## src/sv/hus_pkg.sv

```systemverilog
`default_nettype none

package hus_pkg;

    // feature vector and per-entry widths
    localparam int FEAT_W    = 64;
    localparam int W_W       = 7;
    localparam int LANES     = 8;
    localparam int LANE_BITS = 3;
    localparam int CONTRIB_W = 7;
    localparam int LSUM_W    = CONTRIB_W + LANE_BITS;
    localparam int Q_W       = 17;
    localparam int FRAC_BITS = 16;
    localparam int OUT_W     = 17;
    localparam logic [OUT_W-1:0] FIELD17_MAX = 17'h1FFFF;

    // command codes, code 3 means nothing
    typedef enum logic [1:0] {
        CMD_CLEAR = 2'd0,
        CMD_LOAD  = 2'd1,
        CMD_QUERY = 2'd2
    } cmd_t;

    typedef enum logic [1:0] {
        STAT_OK    = 2'd0,
        STAT_FULL  = 2'd1,
        STAT_EMPTY = 2'd2
    } status_t;

    typedef enum logic [2:0] {
        ST_IDLE,
        ST_SCAN,
        ST_DRAIN,
        ST_MULT,
        ST_DIV_LOAD,
        ST_DIV_WAIT,
        ST_DONE
    } state_t;

    // one stored reference entry
    typedef struct packed {
        logic              cls;
        logic [FEAT_W-1:0] feat;
    } entry_t;

    typedef struct packed {
        logic clear;
        logic add;
    } merge_ctl_t;

    typedef struct packed {
        logic busy;
        logic done;
    } div_stat_t;

    // width in use: zero counts as one, above the vector width saturates
    function automatic logic [W_W-1:0] clamp_width(input logic [W_W-1:0] v);
        logic [W_W-1:0] w;
        w = v;
        if (v == '0)
        begin
            w = W_W'(1);
        end
        else if (v > W_W'(FEAT_W))
        begin
            w = W_W'(FEAT_W);
        end
        return w;
    endfunction

    // mask of the low w feature bits
    function automatic logic [FEAT_W-1:0] width_mask(input logic [W_W-1:0] w);
        logic [FEAT_W-1:0] m;
        if (w >= W_W'(FEAT_W))
        begin
            m = '1;
        end
        else
        begin
            m = (FEAT_W'(1) << w) - FEAT_W'(1);
        end
        return m;
    endfunction

endpackage

`default_nettype wire

```

## src/sv/hus_merge.sv

```systemverilog
`default_nettype none

module hus_merge #(
    parameter int SUM_W = 17
) (
    input  wire logic                              clk,
    input  wire logic                              rst_n,
    input  wire hus_pkg::merge_ctl_t               ctl,
    input  wire logic [hus_pkg::CONTRIB_W-1:0]     contrib [hus_pkg::LANES],
    output logic      [SUM_W-1:0]                  sum
);

    logic [hus_pkg::LSUM_W-1:0] row_sum;
    logic [SUM_W-1:0]           sum_next;
    logic [SUM_W-1:0]           sum_reg;

    // add up the lanes of one row
    always_comb
    begin
        row_sum = '0;
        for (int l = 0; l < hus_pkg::LANES; l++)
        begin
            row_sum = row_sum + hus_pkg::LSUM_W'(contrib[l]);
        end
    end

    // running total over the scanned rows
    always_comb
    begin
        sum_next = sum_reg;
        if (ctl.clear)
        begin
            sum_next = '0;
        end
        else if (ctl.add)
        begin
            sum_next = sum_reg + SUM_W'(row_sum);
        end
    end

    always_ff @(posedge clk or negedge rst_n)
    begin
        if (!rst_n)
        begin
            sum_reg <= '0;
        end
        else
        begin
            sum_reg <= sum_next;
        end
    end

    assign sum = sum_reg;

endmodule

`default_nettype wire

```

## config.mk

```make
export PLATFORM = sky130hd
export DESIGN_NAME = hus_merge
export DESIGN_NICKNAME = d
export VERILOG_FILES = /design/src/sv/hus_pkg.sv /design/src/sv/hus_merge.sv
export SDC_FILE = /design/constraint.sdc
export NUM_CORES = 1
export LEC_CHECK = 0
export BUFFER_PORTS_ARGS = -buffer_cell sky130_fd_sc_hd__clkbuf_2
export CORE_ASPECT_RATIO = 1.5
export CORE_UTILIZATION = 35
export DETAILED_ROUTE_END_ITERATION = 12
export GPL_TIMING_DRIVEN = 0
export PLACE_DENSITY = 0.66
export SLEW_MARGIN = 20
export SYNTH_ARGS = -nofsm -noshare
export SYNTH_HDL_FRONTEND = slang
export SYNTH_SLANG_ARGS = --single-unit
```

## constraint.sdc

```tcl
create_clock -name clk -period 7.4 [get_ports clk]
set_clock_uncertainty 0.15 [all_clocks]
set_input_delay 0.37 -clock clk [delete_from_list [all_inputs] [get_ports clk]]
set_output_delay 0.37 -clock clk [all_outputs]
set_load 0.01 [all_outputs]
```

==> impl.org <==
** Timing
- Summed over all failing endpoints, the final setup total negative slack is 0 ns.
- Static timing analysis puts the maximum clock frequency at 229 MHz.
- The worst pin sits at a relative slew slack of 64.4%.
- At the pin with the least slew margin, the transition time is 0.533 ns.
- In the post-route analysis, the smallest setup slack over all paths is 3.03 ns.
- The worst path needs 4.37 ns of the cycle, external delays included.
- The number of max-slew violations in the final report came to 0.
- Unrepaired setup endpoints after global routing :: false
- In the finished design, the share of the clock period the worst path needs comes to 59.0%.
- Number of setup violations in the final report :: 0
- Final Hold Viols :: 0

** Setup path
- Of all nets on the critical path, the largest fanout is 3.
- Counting stages on the worst path, the most repeated cell is sky130_fd_sc_hd__fa_1.
- The worst register-to-register path begins at sum[2].
- At the worst endpoint, the required time is 7.36 ns.
- Ordered list of cells on the worst path :: clkbuf_2 > inv_1 > fa_1 > inv_1 > fa_1 > fa_1 > inv_1 > fa_1 > inv_1 > ha_1 > fa_1 > a211oi_1 > o211ai_1 > a21o_1 > nand3_1 > a21oi_1
- The most critical setup path has its startpoint at contrib[2].
- Category of the critical setup timing path :: primary input to flip-flop
- Delay of the slowest critical-path stage :: 0.56 ns
- Slowest stage cell on the critical path :: sky130_fd_sc_hd__fa_1
- The worst setup path is launched from a primary input.
- Critical Path End Type :: flip-flop
- WP data arrival :: 4.33 ns

** Route
- Mean routed wirelength per cell :: 12.0 µm
- The detailed router finished its first iteration with 70 violations.
- Drt via density :: 4.83
- The count of nets left with antenna violations once routing finished came out at 0.
- For this run, design rule violations remaining after detail routing come to 0.
- Total wire length after detailed routing :: 5160 µm
- For this run, the detailed router's first-pass iteration total came to 5.
- Summing over every cut layer, the via total after detailed routing is 2075.

** Flow run
- Max-cap violations in this run came to 0.

** Global routing
- Maximum number of pins on one net before global-route repair :: 18
- The first global-routing pass estimated 9310 µm of wire.
- The number of antenna violations at the first check in global routing is 0.
- The via count of the first global-routing pass came to 2264.
- Total global routing overflow :: 0
- Overall Global Routing Usage :: 15.1%

** Floorplan
- DIE WIDTH :: 71.8 µm
- For this design the top-level I/O count stands at 77.
- Once the floorplan was initialized, standard cells occupied 36.8% of the core.
- DIE AREA :: 0.00766 mm²
- The floorplan step set the die height to 107 µm.
- The floorplan has 37 rows.
- The total area inside the core boundary comes to 0.00694 mm².

** Layout
- Cells fill 44.5% of the core in the end.
- Relative area change from synthesis to final layout :: 20.9%
- Number of flip-flops in the largest register :: 17
- Of the cells placed in the final design, the portion with a size suffix greater than 1 is 25.0%.
- Leaving out fill and tap cells, the most frequent cell in the layout is sky130_fd_sc_hd__clkbuf_2.
- Final layout net count :: 477
- In the layout the commonest cells are sky130_fd_sc_hd__clkbuf_2 (76), sky130_fd_sc_hd__inv_1 (74), sky130_fd_sc_hd__fa_1 (48).
- The number of antenna diodes in the final layout is 0.

** Place
- DP Wirelength :: 4490 µm
- OpenSTA, run right after detailed placement, puts the worst setup slack at 2.78 ns.
- Port buffering added 76 buffers.
- Routability-driven placement finished with a final weighted congestion of 0.849.

** Clocking
- Post CTS Setup Buffer Count :: 0
- TritonCTS clock tree :: yes
- Clock tree sinks :: 17
- In this run the number of H-tree levels came out at 1.
- Clock root buffer :: sky130_fd_sc_hd__clkbuf_8
- At the later pin of the worst-skew pair, clock insertion delay measures 0.25 ns.
- Number of buffers created by CTS :: 3
- Clock-pin slew was measured on the worst setup and hold paths at 0.07 ns.
- Worst-case clock buffer depth :: 2

** Synth
- Post-synthesis instance total :: 271
- After synthesis the cells add up to 0.00256 mm².
- When the netlist entered floorplanning its net count stood at 395.
- Counting flops and latches in the post-synthesis netlist gives 17.
- A synthesized cell averages 9.43 µm².
- The Yosys step of the flow raised 0 warnings.
- Sequential cell area fraction in the yosys report :: 16.6%
- Library cells used by synthesis :: 37

** Power and ir drop
- In this run the power density over the cells is 503 mW/mm².
- IR drop worst, VDD :: 0.292 mV
- Summing internal, switching and leakage power gives 1.56 mW.
- In this run the static leakage power is 1.70 nW.

** Min path
- Worst min-delay path category :: primary input to flip-flop
- Worst min-delay path startpoint :: ctl[1]

** Outcome
- Result of the run :: completed
==> report_power, final <==
| part | leakage, nW | total (mW) | internal (mW) | switching [mW] |
|---|---|---|---|---|
| clock | 0.0228 | 0.0711 | 0.0382 | 0.0329 |
| sequential | 0.229 | 0.142 | 0.119 | 0.0226 |
| combinational | 1.45 | 1.34 | 0.539 | 0.803 |
| total | 1.70 | 1.56 | 0.696 | 0.859 |
==> critical path: cells and delay by family <==
family                     cells  cell delay (ns)
adders and majority gates      6             2.81
AOI/OAI and AO/OA              4             0.79
buffers and inverters          5             0.27
and+or+nand+nor                1             0.08
==> stage by stage <==
stage,instance area (µm²),hold slack (ns),std cells
finish,3090,0.355,430
global route,3090,0.371,430
CTS,3090,0.356,430
detailed placement,3030,0.192,425
global placement,3030,0.187,425
floorplan,2560,-0.0756,271
==> final timing paths <==
| check | cells after the start | slack (ns) | end |
|---|---|---|---|
| min in group asynchronous | 2 | 0.45 | sum[7] |
| setup reg to reg | 13 | 3.06 | sum[10] |
| hold reg to reg | 2 | 0.42 | sum[16] |
| hold / removal | 3 | 0.36 | sum[11] |
| max in group asynchronous | 2 | 6.33 | sum[10] |
| setup / recovery | 16 | 3.03 | sum[10] |
==> metal layers <==
metal,routed length (µm),global-route usage [%]
met5,0,0
met4,73,3.78
met3,231,0.940
met2,2970,31.5
met1,1880,15.5
==> cell type report <==
type	count	area (µm²)
Fill cell	687	3850
Timing Repair Buffer	77	390
Sequential cell	17	425
Multi-Input combinational cell	174	1830
Tap cell	78	97.6
Clock buffer	4	45.0
Inverter	74	278
Buffer	6	26.3
==> cell families (layout without fill, tap and decap cells) <==
group / after synthesis / after routing / share of synthesized area, %
buffers and inverters: 80 / 161 / 11.9
DFF: 17 / 17 / 16.6
muxes: 7 / 7 / 2.74
xor gates and xnor gates: 3 / 3 / 1.03
adders and majority gates: 64 / 64 / 45.4
AOI/OAI and AO/OA: 39 / 39 / 10.7
and+or+nand+nor: 61 / 61 / 11.6
==> timing repair <==
action | 4_1_cts | 5_1_grt
endpoints found under the hold margin | 17 | 0
resized for setup | 0 | 0
setup endpoints to repair | 0 | 0
hold buffers | 1 | 0
==> synth_stat cells (all sizes together) <==
cell | instances | share of area (%)
a211oi | 5 | 1.7
a21o | 2 | 0.59
a21oi | 10 | 2.1
a31o | 1 | 0.69
a32oi | 2 | 0.69
and3 | 2 | 0.49
buf | 3 | 0.59
clkbuf | 3 | 0.44
dfrtp | 17 | 17
fa | 48 | 38
ha | 16 | 7.8
inv | 74 | 11
mux2i | 7 | 2.7
nand2 | 13 | 1.9
nand2b | 2 | 0.49
nand3 | 5 | 0.98
nand4 | 4 | 0.98
nand4b | 2 | 0.69
nor2 | 24 | 3.6
nor2b | 2 | 0.49
nor3 | 1 | 0.20
nor3b | 3 | 0.88
o211ai | 6 | 2.0
o21ai | 11 | 2.3
o221ai | 1 | 0.34
o311ai | 1 | 0.34
or2 | 1 | 0.24
or3 | 1 | 0.24
or4b | 1 | 0.39
xnor2 | 1 | 0.34
xor2 | 2 | 0.69
Note: power is estimated with default switching activity, not from simulation.
