===== config.mk =====
export PLATFORM = sky130hd
export DESIGN_NAME = hus_divider
export DESIGN_NICKNAME = d
export VERILOG_FILES = /design/src/sv/hus_pkg.sv /design/src/sv/hus_divider.sv
export SDC_FILE = /design/constraint.sdc
export NUM_CORES = 1
export LEC_CHECK = 0
export ABC_AREA = 0
export BUFFER_PORTS_ARGS = -buffer_cell sky130_fd_sc_hd__buf_2
export CORE_MARGIN = 2
export CORE_UTILIZATION = 43
export CTS_CLUSTER_DIAMETER = 120
export DETAILED_ROUTE_END_ITERATION = 10
export PLACE_DENSITY = 0.63
export SYNTH_ARGS = -nofsm -noshare
export SYNTH_HDL_FRONTEND = slang
export SYNTH_SLANG_ARGS = --single-unit

===== constraint.sdc =====
create_clock -name clk -period 6.1 [get_ports clk]
set_clock_uncertainty 0.05 [all_clocks]
set_input_delay 0.915 -clock clk [delete_from_list [all_inputs] [get_ports clk]]
set_output_delay 0.915 -clock clk [all_outputs]
set_load 0.01 [all_outputs]

===== src/sv/hus_pkg.sv =====
`default_nettype none

package hus_pkg;

    // feature vector and per-entry widths
    localparam int FEAT_W    = 64;
    localparam int W_W       = 7;
    localparam int LANES     = 8;
    localparam int LANE_BITS = 3;
    localparam int CONTRIB_W = 7;
    localparam int LSUM_W    = CONTRIB_W + LANE_BITS;
    localparam int Q_W       = 17;
    localparam int FRAC_BITS = 16;
    localparam int OUT_W     = 17;
    localparam logic [OUT_W-1:0] FIELD17_MAX = 17'h1FFFF;

    // command codes, code 3 means nothing
    typedef enum logic [1:0] {
        CMD_CLEAR = 2'd0,
        CMD_LOAD  = 2'd1,
        CMD_QUERY = 2'd2
    } cmd_t;

    typedef enum logic [1:0] {
        STAT_OK    = 2'd0,
        STAT_FULL  = 2'd1,
        STAT_EMPTY = 2'd2
    } status_t;

    typedef enum logic [2:0] {
        ST_IDLE,
        ST_SCAN,
        ST_DRAIN,
        ST_MULT,
        ST_DIV_LOAD,
        ST_DIV_WAIT,
        ST_DONE
    } state_t;

    // one stored reference entry
    typedef struct packed {
        logic              cls;
        logic [FEAT_W-1:0] feat;
    } entry_t;

    typedef struct packed {
        logic clear;
        logic add;
    } merge_ctl_t;

    typedef struct packed {
        logic busy;
        logic done;
    } div_stat_t;

    // width in use: zero counts as one, above the vector width saturates
    function automatic logic [W_W-1:0] clamp_width(input logic [W_W-1:0] v);
        logic [W_W-1:0] w;
        w = v;
        if (v == '0)
        begin
            w = W_W'(1);
        end
        else if (v > W_W'(FEAT_W))
        begin
            w = W_W'(FEAT_W);
        end
        return w;
    endfunction

    // mask of the low w feature bits
    function automatic logic [FEAT_W-1:0] width_mask(input logic [W_W-1:0] w);
        logic [FEAT_W-1:0] m;
        if (w >= W_W'(FEAT_W))
        begin
            m = '1;
        end
        else
        begin
            m = (FEAT_W'(1) << w) - FEAT_W'(1);
        end
        return m;
    endfunction

endpackage

`default_nettype wire


===== src/sv/hus_divider.sv =====
`default_nettype none

module hus_divider #(
    parameter int D_W = 17
) (
    input  wire logic                        clk,
    input  wire logic                        rst_n,
    input  wire logic                        start,
    input  wire logic [D_W-1:0]              num,
    input  wire logic [D_W-1:0]              den,
    output hus_pkg::div_stat_t               stat,
    output logic      [hus_pkg::Q_W-1:0]     quo
);

    // num <= den, so the quotient of num*2^16/den fits in Q_W bits
    localparam int STEP_W = $clog2(hus_pkg::Q_W + 1);

    logic [D_W-1:0]             rem_reg;
    logic [D_W-1:0]             rem_next;
    logic [D_W-1:0]             den_reg;
    logic [D_W-1:0]             den_next;
    logic [hus_pkg::Q_W-1:0]    quo_reg;
    logic [hus_pkg::Q_W-1:0]    quo_next;
    logic [STEP_W-1:0]          step_reg;
    logic [STEP_W-1:0]          step_next;
    logic                       busy_reg;
    logic                       busy_next;
    logic                       done_reg;
    logic                       done_next;
    logic [D_W:0]               trial;
    logic                       fits;

    // first step takes the integer bit, later ones shift in a zero
    assign trial = (step_reg == STEP_W'(hus_pkg::Q_W)) ? {1'b0, rem_reg} : {rem_reg, 1'b0};
    assign fits  = (trial >= {1'b0, den_reg});

    // one restoring step per cycle
    always_comb
    begin
        rem_next  = rem_reg;
        den_next  = den_reg;
        quo_next  = quo_reg;
        step_next = step_reg;
        busy_next = busy_reg;
        done_next = 1'b0;
        if (start)
        begin
            rem_next  = num;
            den_next  = den;
            quo_next  = '0;
            step_next = STEP_W'(hus_pkg::Q_W);
            busy_next = 1'b1;
        end
        else if (busy_reg)
        begin
            if (fits)
            begin
                rem_next = D_W'(trial - {1'b0, den_reg});
            end
            else
            begin
                rem_next = D_W'(trial);
            end
            quo_next  = {quo_reg[hus_pkg::Q_W-2:0], fits};
            step_next = step_reg - STEP_W'(1);
            if (step_reg == STEP_W'(1))
            begin
                busy_next = 1'b0;
                done_next = 1'b1;
            end
        end
    end

    always_ff @(posedge clk or negedge rst_n)
    begin
        if (!rst_n)
        begin
            step_reg <= '0;
            busy_reg <= 1'b0;
            done_reg <= 1'b0;
        end
        else
        begin
            step_reg <= step_next;
            busy_reg <= busy_next;
            done_reg <= done_next;
        end
    end

    always_ff @(posedge clk)
    begin
        rem_reg <= rem_next;
        den_reg <= den_next;
        quo_reg <= quo_next;
    end

    assign stat.busy = busy_reg;
    assign stat.done = done_reg;
    assign quo       = quo_reg;

endmodule

`default_nettype wire


==> impl_results.md <==
* Num Clock Sinks at 58
* Crit path max fanout at 14
* Flip-flop cell with the highest count after synthesis: sky130_fd_sc_hd__edfxtp_1
* Global-route wire length before repair at 13380 um
* Detailed-route DRC error count at 0
* Cts hold-fix bufs at 0
* Net Switching at 0.001240 W
* Setup TNS after final layout at 0 ps
* Top-area cell type share of the netlist area at 0.2823
* Data required time of the worst path at 6160 ps
* Reg power frac at 0.219
* Register area share after synthesis at 0.4248
* Syn-to-layout area delta at 15.36%
* Worst hold path type: in2async
* Crit path time final at 4086 ps
* Gpl congestion at 0.9725
* Per-cell via count in the routed design at 5.565
* Worst reg2reg path startpoint: step_reg[0]
* Worst slew margin relative to its limit at 0.3376
* Maximum number of pins on one net before global-route repair at 38
* Floorplan die height at 95.72 um
* Unrepaired setup endpoints after global routing: no
* Final instance count without filler cells at 526
* Fraction of power consumed by combinational cells at 0.627
* Hold slack at 328.8 ps
* Antenna violations before repair at 0
* Fraction of registers with async set/reset at 0.1207
* Worst setup path startpoint: step_reg[0]
* Antenna viol nets, final at 0
* Latest clock arrival within the worst-skew pair at 360 ps
* Max-slew violation count at 0
* Top post-synthesis cells by area: sky130_fd_sc_hd__edfxtp_1 28%, sky130_fd_sc_hd__dfxtp_1 9.4%, sky130_fd_sc_hd__ha_1 6.6%
* Num ports at 56
* Setup Buffers After CTS at 0
* Overall global routing resource usage at 0.1936
* Cell leakage power at 1.896 nW
* First-pass iteration count of the detailed router at 5
* Total CTS buffers at 9
* TritonCTS clock tree: done
* Overall via count from detail_route at 2927
* Flops & latches, synth at 58
* Kind of end point of the critical path: flop
* Post-synthesis cell type count at 63
* Placed instance count at 510
* Cells after Synth at 369
* Starting density of the core at 0.4425
* # port buffers at 55
* Core footprint at 8175 sq um
* Part of the cycle the worst path needs at 0.6699
* Maximum frequency from static timing analysis at 244.7 MHz
* Total inserted antenna cells at 0
* Type of element launching the critical path: flop
* Total design power at 0.002748 W
* Number of nets in the layout at 473
* Clock slew at reported path FFs at 70 ps
* Finish-stage setup viols at 0
* Worst voltage drop across the vdd grid at 0.0002611 V
* Cts repair resizes at 0
* Classification of the worst setup path: reg2reg
* FF-to-FF path depth at 11
* Gr ovfl total at 0
* Synthesized netlist net count at 426
* Routed Wire Length at 8342 um
* Worst-Margin Slew at 991.6 ps
* Maxcap violations at 0
* Routed wire per std cell at 15.86 um
* EDFF count, synth at 34
* Area leader, netlist: sky130_fd_sc_hd__edfxtp_1
* Post-route core utilization at 0.5104
* Total power per unit cell area at 658.4 nW/um^2
* DRC marker count from the first detailed-route iteration at 249
* Switching share of power at 0.4512
* Chip Width at 95.72 um
* Clock Tree Buf Depth at 2
* Post-synthesis average cell area at 9.803 sq um
* Ys Warns at 0
* Ratio of cells with drive above 1 in the final layout at 0.2328
* Clock group share of total power at 0.154
* Pint at 0.001508 W
* Worst path arrival time at 4140 ps
* Final hold viol count at 0
* CTS root buffer: sky130_fd_sc_hd__clkbuf_8
* H-tree levels at 3
* Cell area after synthesis at 3617 sq um
* Detailed placer's ending HPWL at 6164 um
* Floorplan die area at 9161 sq um
* Outcome: finished clean
* Cell Rows at 33
* Vias in the first global route at 2750
-- path summary, 6_finish.rpt --
path / end / slack [ps]
min in group clk: quo[16] / 440
max in group asynchronous: step_reg[4] / 5520
max reg2reg: rem_reg[0] / 2010
min reg2reg: quo[16] / 440
max: rem_reg[0] / 2010
min: step_reg[2] / 330
-- synthesized netlist by cell type (all sizes together) (3+ instances only) --
cell type and count:
a211oi 5, dfxtp 17, clkbuf 10, nand2b 4, mux2i 17, ha 19, o21bai 5, o211ai 3
a21oi 15, nand2 28, xor2 5, inv 23, or3 3, edfxtp 34, and2 6, dfrtp 7
buf 11, o22ai 4, or2 4, nand3 11, o31ai 6, o21a 4, mux2 16, a31oi 5
o21ai 12, nor3 7, xnor2 10, nor2 37, nand4 6, a21o 3
-- worst max-delay path, stage by stage, from the launching register on --
cell,delay [ps]
sky130_fd_sc_hd__dfrtp_1,420
sky130_fd_sc_hd__ha_1,210
sky130_fd_sc_hd__nor3b_2,160
sky130_fd_sc_hd__nand2_2,270
sky130_fd_sc_hd__mux2_2,410
sky130_fd_sc_hd__ha_1,380
sky130_fd_sc_hd__a21oi_2,250
sky130_fd_sc_hd__o21ai_1,150
sky130_fd_sc_hd__or2_1,270
sky130_fd_sc_hd__o21bai_1,780
sky130_fd_sc_hd__a21oi_1,160
sky130_fd_sc_hd__o31a_1,310
-- cells by family (layout without fill, tap and decap cells) --
family / Yosys count / in the layout / share of synthesized area
adder cells (fa/ha/maj): 20 / 20 / 0.07126
flip-flops: 58 / 58 / 0.4248
XOR/XNOR: 15 / 15 / 0.03632
buffers and inverters: 44 / 96 / 0.05292
multiplexers: 33 / 33 / 0.09685
AO/OA/AOI/OAI: 82 / 82 / 0.1615
AND/OR/NAND/NOR: 117 / 117 / 0.1564
-- power by group through the flow --
stage,sequential (W),combinational [W],clock (W)
after floorplan,0.000593,0.00136,0
after global routing,0.000616,0.00190,0.000441
after global placement,0.000608,0.00169,0
after CTS,0.000602,0.00170,0.000425
after detailed placement,0.000610,0.00169,0
final,0.000601,0.00172,0.000423
-- cell type report --
cell class	instances	area, sq um
Fill cell	756	4003
Multi-Input combinational cell	267	1889
Sequential cell	58	1536
Timing Repair Buffer	57	290.3
Clock buffer	11	173.9
Tap cell	105	131.4
Inverter	23	86.33
Clock inverter	5	65.06
-- per-stage QoR --
step           setup WS, ps  area [sq um]
6_report               2014          4173
5_1_grt                1721          4173
4_1_cts                2089          4173
3_5_place_dp           2100          3934
3_3_place_gp           2203          3934
2_1_floorplan          2719          3617
-- cell usage in the layout (no fill, tap or decap), types with 11 or more instances in the layout --
cell                       instances
sky130_fd_sc_hd__buf_2            55
sky130_fd_sc_hd__nor2_1           37
sky130_fd_sc_hd__edfxtp_1         34
sky130_fd_sc_hd__nand2_1          27
sky130_fd_sc_hd__inv_1            23
sky130_fd_sc_hd__ha_1             19
sky130_fd_sc_hd__mux2i_1          17
sky130_fd_sc_hd__dfxtp_1          17
sky130_fd_sc_hd__mux2_2           16
sky130_fd_sc_hd__a21oi_1          13
sky130_fd_sc_hd__nand3_1          11
-- layer usage --
metal  GRT usage  vias to the layer above  share of wire
li1            -                     1433              -
met3     0.03837                       15          0.062
met5           0                        -              0
met2      0.2984                      108           0.45
met1      0.2643                     1371           0.47
met4     0.08452                        0          0.018
Note: power is estimated with default switching activity, not from simulation.
