`src/sv/hus_pkg.sv`:
```
`default_nettype none

package hus_pkg;

    // feature vector and per-entry widths
    localparam int FEAT_W    = 64;
    localparam int W_W       = 7;
    localparam int LANES     = 8;
    localparam int LANE_BITS = 3;
    localparam int CONTRIB_W = 7;
    localparam int LSUM_W    = CONTRIB_W + LANE_BITS;
    localparam int Q_W       = 17;
    localparam int FRAC_BITS = 16;
    localparam int OUT_W     = 17;
    localparam logic [OUT_W-1:0] FIELD17_MAX = 17'h1FFFF;

    // command codes, code 3 means nothing
    typedef enum logic [1:0] {
        CMD_CLEAR = 2'd0,
        CMD_LOAD  = 2'd1,
        CMD_QUERY = 2'd2
    } cmd_t;

    typedef enum logic [1:0] {
        STAT_OK    = 2'd0,
        STAT_FULL  = 2'd1,
        STAT_EMPTY = 2'd2
    } status_t;

    typedef enum logic [2:0] {
        ST_IDLE,
        ST_SCAN,
        ST_DRAIN,
        ST_MULT,
        ST_DIV_LOAD,
        ST_DIV_WAIT,
        ST_DONE
    } state_t;

    // one stored reference entry
    typedef struct packed {
        logic              cls;
        logic [FEAT_W-1:0] feat;
    } entry_t;

    typedef struct packed {
        logic clear;
        logic add;
    } merge_ctl_t;

    typedef struct packed {
        logic busy;
        logic done;
    } div_stat_t;

    // width in use: zero counts as one, above the vector width saturates
    function automatic logic [W_W-1:0] clamp_width(input logic [W_W-1:0] v);
        logic [W_W-1:0] w;
        w = v;
        if (v == '0)
        begin
            w = W_W'(1);
        end
        else if (v > W_W'(FEAT_W))
        begin
            w = W_W'(FEAT_W);
        end
        return w;
    endfunction

    // mask of the low w feature bits
    function automatic logic [FEAT_W-1:0] width_mask(input logic [W_W-1:0] w);
        logic [FEAT_W-1:0] m;
        if (w >= W_W'(FEAT_W))
        begin
            m = '1;
        end
        else
        begin
            m = (FEAT_W'(1) << w) - FEAT_W'(1);
        end
        return m;
    endfunction

endpackage

`default_nettype wire

```
`src/sv/hus_lane.sv`:
```
`default_nettype none

module hus_lane (
    input  wire logic                                clk,
    input  wire hus_pkg::entry_t                     entry,
    input  wire logic                                entry_vld,
    input  wire logic [hus_pkg::FEAT_W-1:0]          query_feat,
    input  wire logic                                query_cls,
    input  wire logic [hus_pkg::FEAT_W-1:0]          mask,
    input  wire logic [hus_pkg::W_W-1:0]             width,
    output logic      [hus_pkg::CONTRIB_W-1:0]       contrib
);

    logic [hus_pkg::CONTRIB_W-1:0] diff;
    logic [hus_pkg::CONTRIB_W-1:0] contrib_next;
    logic [hus_pkg::CONTRIB_W-1:0] contrib_reg;

    // differing features on the active bits
    assign diff = hus_pkg::CONTRIB_W'($countones((query_feat ^ entry.feat) & mask));

    // same class scores agreement, other class scores disagreement
    always_comb
    begin
        contrib_next = '0;
        if (entry_vld)
        begin
            if (entry.cls == query_cls)
            begin
                contrib_next = hus_pkg::CONTRIB_W'(width) - diff;
            end
            else
            begin
                contrib_next = diff;
            end
        end
    end

    always_ff @(posedge clk)
    begin
        contrib_reg <= contrib_next;
    end

    assign contrib = contrib_reg;

endmodule

`default_nettype wire

```
`config.mk`:
```
export PLATFORM = sky130hd
export DESIGN_NAME = hus_lane
export DESIGN_NICKNAME = d
export VERILOG_FILES = /design/src/sv/hus_pkg.sv /design/src/sv/hus_lane.sv
export SDC_FILE = /design/constraint.sdc
export NUM_CORES = 1
export LEC_CHECK = 0
export BUFFER_PORTS_ARGS = -buffer_cell sky130_fd_sc_hd__buf_2
export CAP_MARGIN = 0
export CORE_ASPECT_RATIO = 1.25
export CORE_MARGIN = 1
export CORE_UTILIZATION = 30
export CTS_CLUSTER_SIZE = 10
export DETAILED_ROUTE_END_ITERATION = 12
export GPL_ROUTABILITY_DRIVEN = 0
export GPL_TIMING_DRIVEN = 1
export PLACE_DENSITY = 0.67
export SKIP_LAST_GASP = 1
export SYNTH_ARGS = -nofsm -noshare
export SYNTH_HDL_FRONTEND = slang
export SYNTH_SLANG_ARGS = --single-unit
```
`constraint.sdc`:
```
create_clock -name clk -period 14.7 [get_ports clk]
set_input_delay 2.94 -clock clk [delete_from_list [all_inputs] [get_ports clk]]
set_output_delay 2.94 -clock clk [all_outputs]
set_load 0.05 [all_outputs]
```
==> metrics.md, run 1 <==
| Metric | Value |
|---|---|
| Final setup viols | `0` |
| Mapped Area | `0.002968 mm^2` |
| Vias per cell | `roughly 4.2` |
| HP Class | `input pin to flop` |
| Remaining antenna violation count after routing | `0` |
| Via count | `2759` |
| WL final | `6688 um` |
| Crit path to | `contrib[6]$_SDFF_PN0_` |
| Die width | `around 90 um` |
| Tot GR Track Use | `13.66%` |
| CP startpoint | `entry[45]` |
| Detail Route met3 WL | `480 um` |
| Final clock period utilization by the worst path | `67.40%` |
| N_diodes | `0` |
| Ports | `210` |
| Clock buffer count from CTS | `3` |
| Achievable frequency | `100.9 MHz` |
| Max Slew Vio Count | `0` |
| Initial antenna violation count | `0` |
| Initial DRC Count | `40` |
| Clk buf depth | `2` |
| Drt wl/cell | `10.15 um` |
| GRT Residual Overflow | `0` |
| Row cnt | `40` |
| Most common cell in the netlist | `xor2_1` |
| Commonest cells in the netlist | `xor2_1, fa_1, inv_1` |
| Relative slew slack | `52.40%` |
| Yosys warns | `0` |
| Slew @ Worst Pin | `~0.7 ns` |
| P&R area growth vs syn | `43.09%` |
| Vias in the first global route | `a little under 3000` |
| Met2 WL | `3904 um` |
| CP startpoint kind | `input pin` |
| Worst setup path class | `input pin to flop` |
| Yosys cell types | `33` |
| Worst-path fanout max | `3` |
| Crit path time final | `9.908 ns` |
| Residual DRC | `0` |
| DRT Pass-1 Iters | `3` |
| Synth area leader | `fa_1` |
| Post-synth ARST share | `0%` |
| Clock Sinks | `7` |
| Crit path capture type | `flop` |
| Die height | `about 110 um` |
| Die area | `0.01030 mm^2` |
| RSZ-0062 raised after global routing | `false` |
| Mux cell area share after synthesis | `0.6745%` |
| Synth top area cells | `fa_1, xor2_1, ha_1` |
| Post-Synth XOR/XNOR Area | `21.54%` |
| Max FFs per register | `7` |
| Final WS setup | `4.792 ns` |
| First-pass GRT wire length | `11550 um` |
| Layout cells sized above 1 | `between 40% and 50%` |
| Post-Place Cells | `655` |
| Sequential share of the synthesized area | `between 4 and 5%` |
| Synth Instances | `321` |
| Hold buffer count at CTS | `0` |
| Status | `complete, no violations` |
| Critical path required time | `approximately 15 ns` |
| FF+latch count, synth | `7` |
| DRT met1 WL | `2269 um` |
| Largest net degree at the start of global routing | `11` |
| Initial Utilization | `a little under a third` |
| CTS root buffer | `clkbuf_16` |
| Post-Syn Nets | `roughly 600` |
| Clock-pin slew on the worst setup and hold paths | `~0.040 ns` |
| Largest family of logic cells by synthesized area | `adder cells` |
| Layout Cells excl Fill | `659` |
| Adder-cell share of the synthesized area | `45.53%` |
| H-tree Lvls | `1` |
| CTS resizes | `0` |
| CTS tree | `built` |
| Top layer in use | `met4` |
| Post-Synth Simple-Gate Area | `14.67%` |
| Core box area | `just under 0.01 mm^2` |
| Final Net Count | `between 800 and 900` |
| Number of synthesized flops with an enable pin | `0` |
| Worst slack, placed | `4.493 ns` |
| Synth Area in Compound Gates | `6.155%` |
| Post-CTS Setup Bufs | `0` |
| Post-DP HPWL | `~6500 um` |
| Main synth FF type | `dfxtp_1` |
| Maximum Capacitance Violations | `0` |
| Top cell type's share of synthesized area | `37.10%` |
| Syn Area/Cell | `9.246 um^2` |
| IO Port Bufs | `209` |
| Final hold vios | `0` |
| WP data arrival | `10.07 ns` |
| Post-Route Setup TNS | `0 ns` |
-- layer usage --
| layer | track usage, % | up-vias |
|---|---|---|
| li1 | - | 1398 |
| met1 | 13.09 | 1230 |
| met2 | 30.05 | 125 |
| met3 | 2.016 | 6 |
| met4 | 2.011 | 0 |
| met5 | 0 | - |
-- critical path, stage by stage --
cell,delay [ns]
buf_2,0.10
xor2_1,0.14
nand2_1,0.09
fa_1,0.54
inv_1,0.05
fa_1,0.52
inv_1,0.05
fa_1,0.53
inv_1,0.05
fa_1,0.50
inv_1,0.05
fa_1,0.46
fa_1,0.52
fa_1,0.52
fa_1,0.55
inv_1,0.04
ha_1,0.20
inv_1,0.07
fa_1,0.46
fa_1,0.45
a21o_1,0.17
a21oi_1,0.25
o311ai_1,0.18
o221ai_2,0.21
mux2i_1,0.23
mux2i_1,0.20
-- metrics by stage --
stage / hold slack (ns) / utilization, % / instance area [um^2]
4_1_cts: 3.037 / 44.19 / 4247
3_5_place_dp: 3.271 / 43.37 / 4168
5_1_grt: 3.046 / 44.19 / 4247
2_1_floorplan: 3.205 / - / 2968
3_3_place_gp: 3.277 / 43.37 / 4168
6_report: 3.033 / 44.19 / 4247
-- layout by cell type, fill, tap and decap left out, types with 2 or more instances in the layout --
cell type	instances
a21o_1	4
mux2i_1	2
nand2b_1	2
ha_1	20
nand3b_1	2
buf_2	209
dfxtp_1	7
clkbuf_16	3
o21a_1	2
o311ai_1	2
fa_1	55
inv_1	52
and2_1	26
xor2_1	70
nand2_1	47
xnor2_1	3
a21oi_1	6
nor2_1	4
-- worst min path at each step --
stage | endpoint | cells after the start | from
6_report | contrib[4]$_SDFF_PN0_ | 2 | entry_vld
5_1_grt | contrib[4]$_SDFF_PN0_ | 2 | entry_vld
4_1_cts | contrib[4]$_SDFF_PN0_ | 2 | entry_vld
3_5_place_dp | contrib[4]$_SDFF_PN0_ | 2 | entry_vld
3_3_place_gp | contrib[4]$_SDFF_PN0_ | 2 | entry_vld
2_1_floorplan | contrib[6]$_SDFF_PN0_ | 3 | width[6]
-- area by class of cell --
cell class / count / area (um^2)
sequential: 7 / 140.1
multi-input combinational: 261 / 2629
inverter: 52 / 195.2
tap: 126 / 157.7
fill: 949 / 5363
clock buffer: 4 / 78.83
timing repair buffer: 209 / 1046
-- kinds of logic (layout without fill, tap and decap cells) --
logic type / count (synthesis) / in the layout
XOR/XNOR: 73 / 73
multiplexers: 2 / 2
buffers and inverters: 53 / 265
adder cells (fa/ha/maj): 75 / 75
AND/OR/NAND/NOR: 88 / 88
flip-flops: 7 / 7
AO/OA/AOI/OAI: 23 / 23
Power of run 1 is not shown: default switching activity piles up to over one toggle a cycle in this logic, so the estimate is an artifact.
==> run 2, diff against run 1 <==
--- a/config.mk
+++ b/config.mk
@@ -14,7 +14,7 @@
 export DETAILED_ROUTE_END_ITERATION = 12
 export GPL_ROUTABILITY_DRIVEN = 0
 export GPL_TIMING_DRIVEN = 1
-export PLACE_DENSITY = 0.67
+export PLACE_DENSITY = 0.69
 export SKIP_LAST_GASP = 1
 export SYNTH_ARGS = -nofsm -noshare
 export SYNTH_HDL_FRONTEND = slang
==> constraint.sdc (replaced) <==
create_clock -name clk -period 8.6 [get_ports clk]
set_input_delay 1.72 -clock clk [delete_from_list [all_inputs] [get_ports clk]]
set_output_delay 1.72 -clock clk [all_outputs]
set_load 0.05 [all_outputs]
==> run 2 against run 1 <==
Wire length up 9.3%. Critical path depth unchanged. Sequential share of layout area down 0.17 points. Largest cell class unchanged. Count of clock-buffer cells in the layout unchanged.
==> metrics.md, run 2 (synthesis results as in run 1) <==
| Metric | Value |
|---|---|
| Status | `complete, no violations` |
| GRT busiest layer | `met2` |
| Row cnt | `40` |
| Worst setup path class | `input pin to flop` |
| Crit path capture type | `flop` |
| CP startpoint | `query_feat[29]` |
| Met1 Track Usage GR | `14.03%` |
| Clock Sinks | `7` |
| Maximum Capacitance Violations | `0` |
| Filler cells | `between 900 and 1000` |
| HP Class | `input pin to flop` |
| Clk buf depth | `2` |
| First-pass GRT wire length | `12400 um` |
| CP startpoint kind | `input pin` |
| Relative slew slack | `54.99%` |
| Post-DP HPWL | `~6900 um` |
| WL final | `around 7300 um` |
| Critical path depth in cells | `26` |
| Final setup viols | `0` |
| Final hold vios | `0` |
| Worst-path fanout max | `2` |
| GR Layer Usage met3 | `2.755%` |
| Max Slew Vio Count | `0` |
| Critical path required time | `approximately 9 ns` |
| Initial antenna violation count | `0` |
| CTS root buffer | `clkbuf_16` |
| Largest net degree at the start of global routing | `11` |
| Crit path time final | `8.295 ns` |
| Hold Slack | `1.817 ns` |
| Die width | `between 90 and 100 um` |
| Most common cell after layout, fill and taps aside | `buf_2` |
| CP peak stage delay | `0.59 ns` |
| Final core occ | `46.52%` |
| Layout cells sized above 1 | `approximately 47%` |
| Sum of buffers and inverters on the critical path | `6` |
| Final clock period utilization by the worst path | `96.46%` |
| Via count | `around 2900` |
| Max FFs per register | `7` |
| Worst path most repeated cell | `fa_1` |
| GR Util met2 | `31.87%` |
| Tot GR Track Use | `14.65%` |
| Hold buffer count at CTS | `0` |
| Vias in the first global route | `3139` |
| Final WS setup | `just over 0.3 ns` |
| Die area | `0.01030 mm^2` |
| Worst slack, placed | `-0.3016 ns` |
| Die height | `113.2 um` |
| Remaining antenna violation count after routing | `0` |
| N_diodes | `0` |
| Clock-pin slew on the worst setup and hold paths | `0.03 ns` |
| Residual DRC | `0` |
| Core box area | `0.009609 mm^2` |
| Slew @ Worst Pin | `0.6703 ns` |
| Vias per cell | `4.237` |
| P&R area growth vs syn | `50.63%` |
| RSZ-0062 raised after global routing | `true` |
| Final Net Count | `829` |
| CTS tree | `built` |
| H-tree Lvls | `1` |
| Initial Utilization | `30.89%` |
| Drt wl/cell | `10.82 um` |
| GRT Residual Overflow | `0` |
| Clock buffer count from CTS | `3` |
| IO Port Bufs | `209` |
| Initial DRC Count | `54` |
| CP max stage cell | `fa_2` |
| Crit path to | `contrib[6]$_SDFF_PN0_` |
| Crit-path leading delay family | `adder cells` |
| Ports | `210` |
| WP data arrival | `8.45 ns` |
| Hold depth | `2` |
| Achievable frequency | `approximately 120 MHz` |
| Leading cell types in the layout, fill and taps excluded | `buf_2, xor2_1, nand2_1, fa_1, inv_1` |
| DRT Pass-1 Iters | `4` |
-- run 2: cell types whose count changed in the layout (fill, tap and decap cells not counted), sizes merged --
cell,change
buf,+17
-- run 2: worst min-delay path by stage --
stage / startpoint / to
finish: entry_vld / contrib[4]$_SDFF_PN0_
global route: entry_vld / contrib[4]$_SDFF_PN0_
CTS: entry_vld / contrib[4]$_SDFF_PN0_
detailed placement: entry_vld / contrib[4]$_SDFF_PN0_
global placement: entry_vld / contrib[4]$_SDFF_PN0_
floorplan: width[6] / contrib[6]$_SDFF_PN0_
-- run 2: metal layers --
layer / wire, um / vias up / share of wire [%]
li1: - / 1434 / -
met1: 2417 / 1294 / 33
met2: 4329 / 130 / 59
met3: 513 / 6 / 7.0
met4: 51 / 0 / 0.70
met5: 0 / - / 0
-- run 2: cell type report --
cell class / count / area, um^2 / area share (%)
Sequential cell: 7 / 140.1 / 3.135
Clock buffer: 4 / 78.83 / 1.763
Multi-Input combinational cell: 261 / 2700 / 60.40
Timing Repair Buffer: 226 / 1199 / 26.81
Tap cell: 126 / 157.7 / 3.526
Inverter: 52 / 195.2 / 4.366
-- run 2: what timing repair did --
action                                  4_1_cts  5_1_grt
setup buffers                                 0        6
endpoints found under the hold margin         0        0
pin swaps                                     1       56
endpoints found under the setup margin        1        4
resized for setup                             1       30
-- run 2: per-stage QoR --
stage | area (um^2) | TNS [ns] | cells
2_1_floorplan | 2968 | 0 | 321
3_3_place_gp | 4250 | -0.2974 | 666
3_5_place_dp | 4250 | -0.6898 | 666
4_1_cts | 4332 | 0 | 670
5_1_grt | 4471 | -0.01176 | 676
6_report | 4471 | 0 | 676
Power of run 2 is left out for the same reason.
==> run 3, diff against run 2 <==
--- a/config.mk
+++ b/config.mk
@@ -14,6 +14,7 @@
 export DETAILED_ROUTE_END_ITERATION = 12
 export GPL_ROUTABILITY_DRIVEN = 0
 export GPL_TIMING_DRIVEN = 1
+export MAX_ROUTING_LAYER = met4
 export PLACE_DENSITY = 0.69
 export SKIP_LAST_GASP = 1
 export SYNTH_ARGS = -nofsm -noshare
==> run 3 against run 2 <==
Cell count did not move. Core utilization did not move. Sequential cell count did not move. Worst setup slack barely moved. Maximum frequency barely moved. Design area did not move. Count of clock-buffer cells in the layout did not move. Die area did not move. Wire length rose by 0.14%. Largest cell class unchanged. Highest routed layer unchanged.
==> metrics.md, run 3 (synthesis results as in run 1) <==
| Metric | Value |
|---|---|
| Clock-pin slew on the worst setup and hold paths | `0.03 ns` |
| WP data arrival | `around 8.5 ns` |
| Crit path capture type | `flop` |
| Clock Sinks | `7` |
| Clk buf depth | `2` |
| Drt wl/cell | `10.83 um` |
| Final hold vios | `0` |
| Hold depth | `2` |
| Final Cell Area | `0.004471 mm^2` |
| Initial DRC Count | `47` |
| Final Net Count | `829` |
| Residual DRC | `0` |
| Post-Route Setup TNS | `0 ns` |
| Worst path most repeated cell | `fa_1` |
| CTS tree | `built` |
| H-tree Lvls | `1` |
| DRT Pass-1 Iters | `6` |
| Vias per cell | `4.231` |
| Max Slew Vio Count | `0` |
| GRT Residual Overflow | `0` |
| Post-Place Cells | `666` |
| Critical path required time | `8.76 ns` |
| Worst-path fanout max | `2` |
| Layout cells sized above 1 | `a little under half` |
| Hold path start | `entry_vld` |
| Row cnt | `40` |
| RSZ-0062 raised after global routing | `true` |
| Leading cell types in the layout, fill and taps excluded | `buf_2, xor2_1, nand2_1, fa_1, inv_1` |
| CTS root buffer | `clkbuf_16` |
| Hold buffer count at CTS | `0` |
| Initial antenna violation count | `0` |
| Relative slew slack | `between 50% and 60%` |
| Die height | `113.2 um` |
| Ports | `210` |
| Die area | `0.01030 mm^2` |
| Worst setup path class | `input pin to flop` |
| Initial Utilization | `a little under a third` |
| Core box area | `0.009609 mm^2` |
| N_diodes | `0` |
| Crit path time final | `8.296 ns` |
| Final setup viols | `0` |
| Via count | `2860` |
| Vias in the first global route | `~3100` |
| IO Port Bufs | `around 210` |
| Final clock period utilization by the worst path | `96.46%` |
| Hold path endpoint | `contrib[4]$_SDFF_PN0_` |
| Largest net degree at the start of global routing | `11` |
| WL final | `7321 um` |
| HP Class | `input pin to flop` |
| Tot GR Track Use | `15.09%` |
| Slew @ Worst Pin | `0.6685 ns` |
| Achievable frequency | `120.5 MHz` |
| Worst slack, placed | `-0.3016 ns` |
| CP startpoint kind | `input pin` |
| Layout Cells excl Fill | `between 600 and 700` |
| CP peak stage delay | `roughly 0.6 ns` |
| CP max stage cell | `fa_2` |
| Clock buffer count from CTS | `3` |
| Post-DP HPWL | `slightly below 7000 um` |
| First-pass GRT wire length | `12400 um` |
| Remaining antenna violation count after routing | `0` |
| Die width | `approximately 91 um` |
| Maximum Capacitance Violations | `0` |
| Final WS setup | `around 0.30 ns` |
| P&R area growth vs syn | `50.63%` |
| Most common cell after layout, fill and taps aside | `buf_2` |
| Max FFs per register | `7` |
| DP Area | `0.004250 mm^2` |
| Status | `complete, no violations` |
==> run 3: layout make-up <==
class / instances / area [um^2]
Sequential cell: 7 / 140.1
Tap cell: 126 / 157.7
Timing Repair Buffer: 226 / 1199
Multi-Input combinational cell: 261 / 2700
Clock buffer: 4 / 78.83
Inverter: 52 / 195.2
Fill cell: 981 / 5139
==> run 3: worst max path at each step <==
stage / startpoint / endpoint / slack, ns
floorplan: query_feat[45] / contrib[6]$_SDFF_PN0_ / 0.03
global placement: entry[45] / contrib[6]$_SDFF_PN0_ / -0.15
detailed placement: entry[45] / contrib[6]$_SDFF_PN0_ / -0.30
CTS: entry[53] / contrib[6]$_SDFF_PN0_ / 0.004
global route: query_feat[51] / contrib[6]$_SDFF_PN0_ / -0.01
finish: query_feat[29] / contrib[6]$_SDFF_PN0_ / 0.30
==> run 3: repair_timing <==
item                       4_1_cts  5_1_grt
setup buffers                    0        6
gates cloned                     0        0
gates resized for setup          1       30
pin swaps                        1       56
setup endpoints to repair        1        4
==> run 3: metal layers <==
metal	share of wire [%]	track usage, %	wire, um
met1	33	14.12	2426
met2	59	31.87	4329
met3	7.0	2.621	514
met4	0.70	2.011	51
met5	0	-	0
==> run 3: per-stage QoR <==
step / hold slack, ns / utilization, %
final: 1.817 / 46.52
after detailed placement: 2.054 / 44.23
after floorplan: 1.985 / -
after CTS: 1.818 / 45.08
after global placement: 2.055 / 44.23
after global routing: 1.837 / 46.52
==> run 3: worst max-delay path: cells and delay by family <==
| kind | cells | cell delay [ns] |
|---|---|---|
| XOR/XNOR | 2 | 0.32 |
| multiplexers | 2 | 0.42 |
| AO/OA/AOI/OAI | 4 | 0.69 |
| adder cells (fa/ha/maj) | 11 | 4.84 |
| buffers and inverters | 6 | 0.33 |
| AND/OR/NAND/NOR | 1 | 0.14 |
Power of run 3 is left out for the same reason.
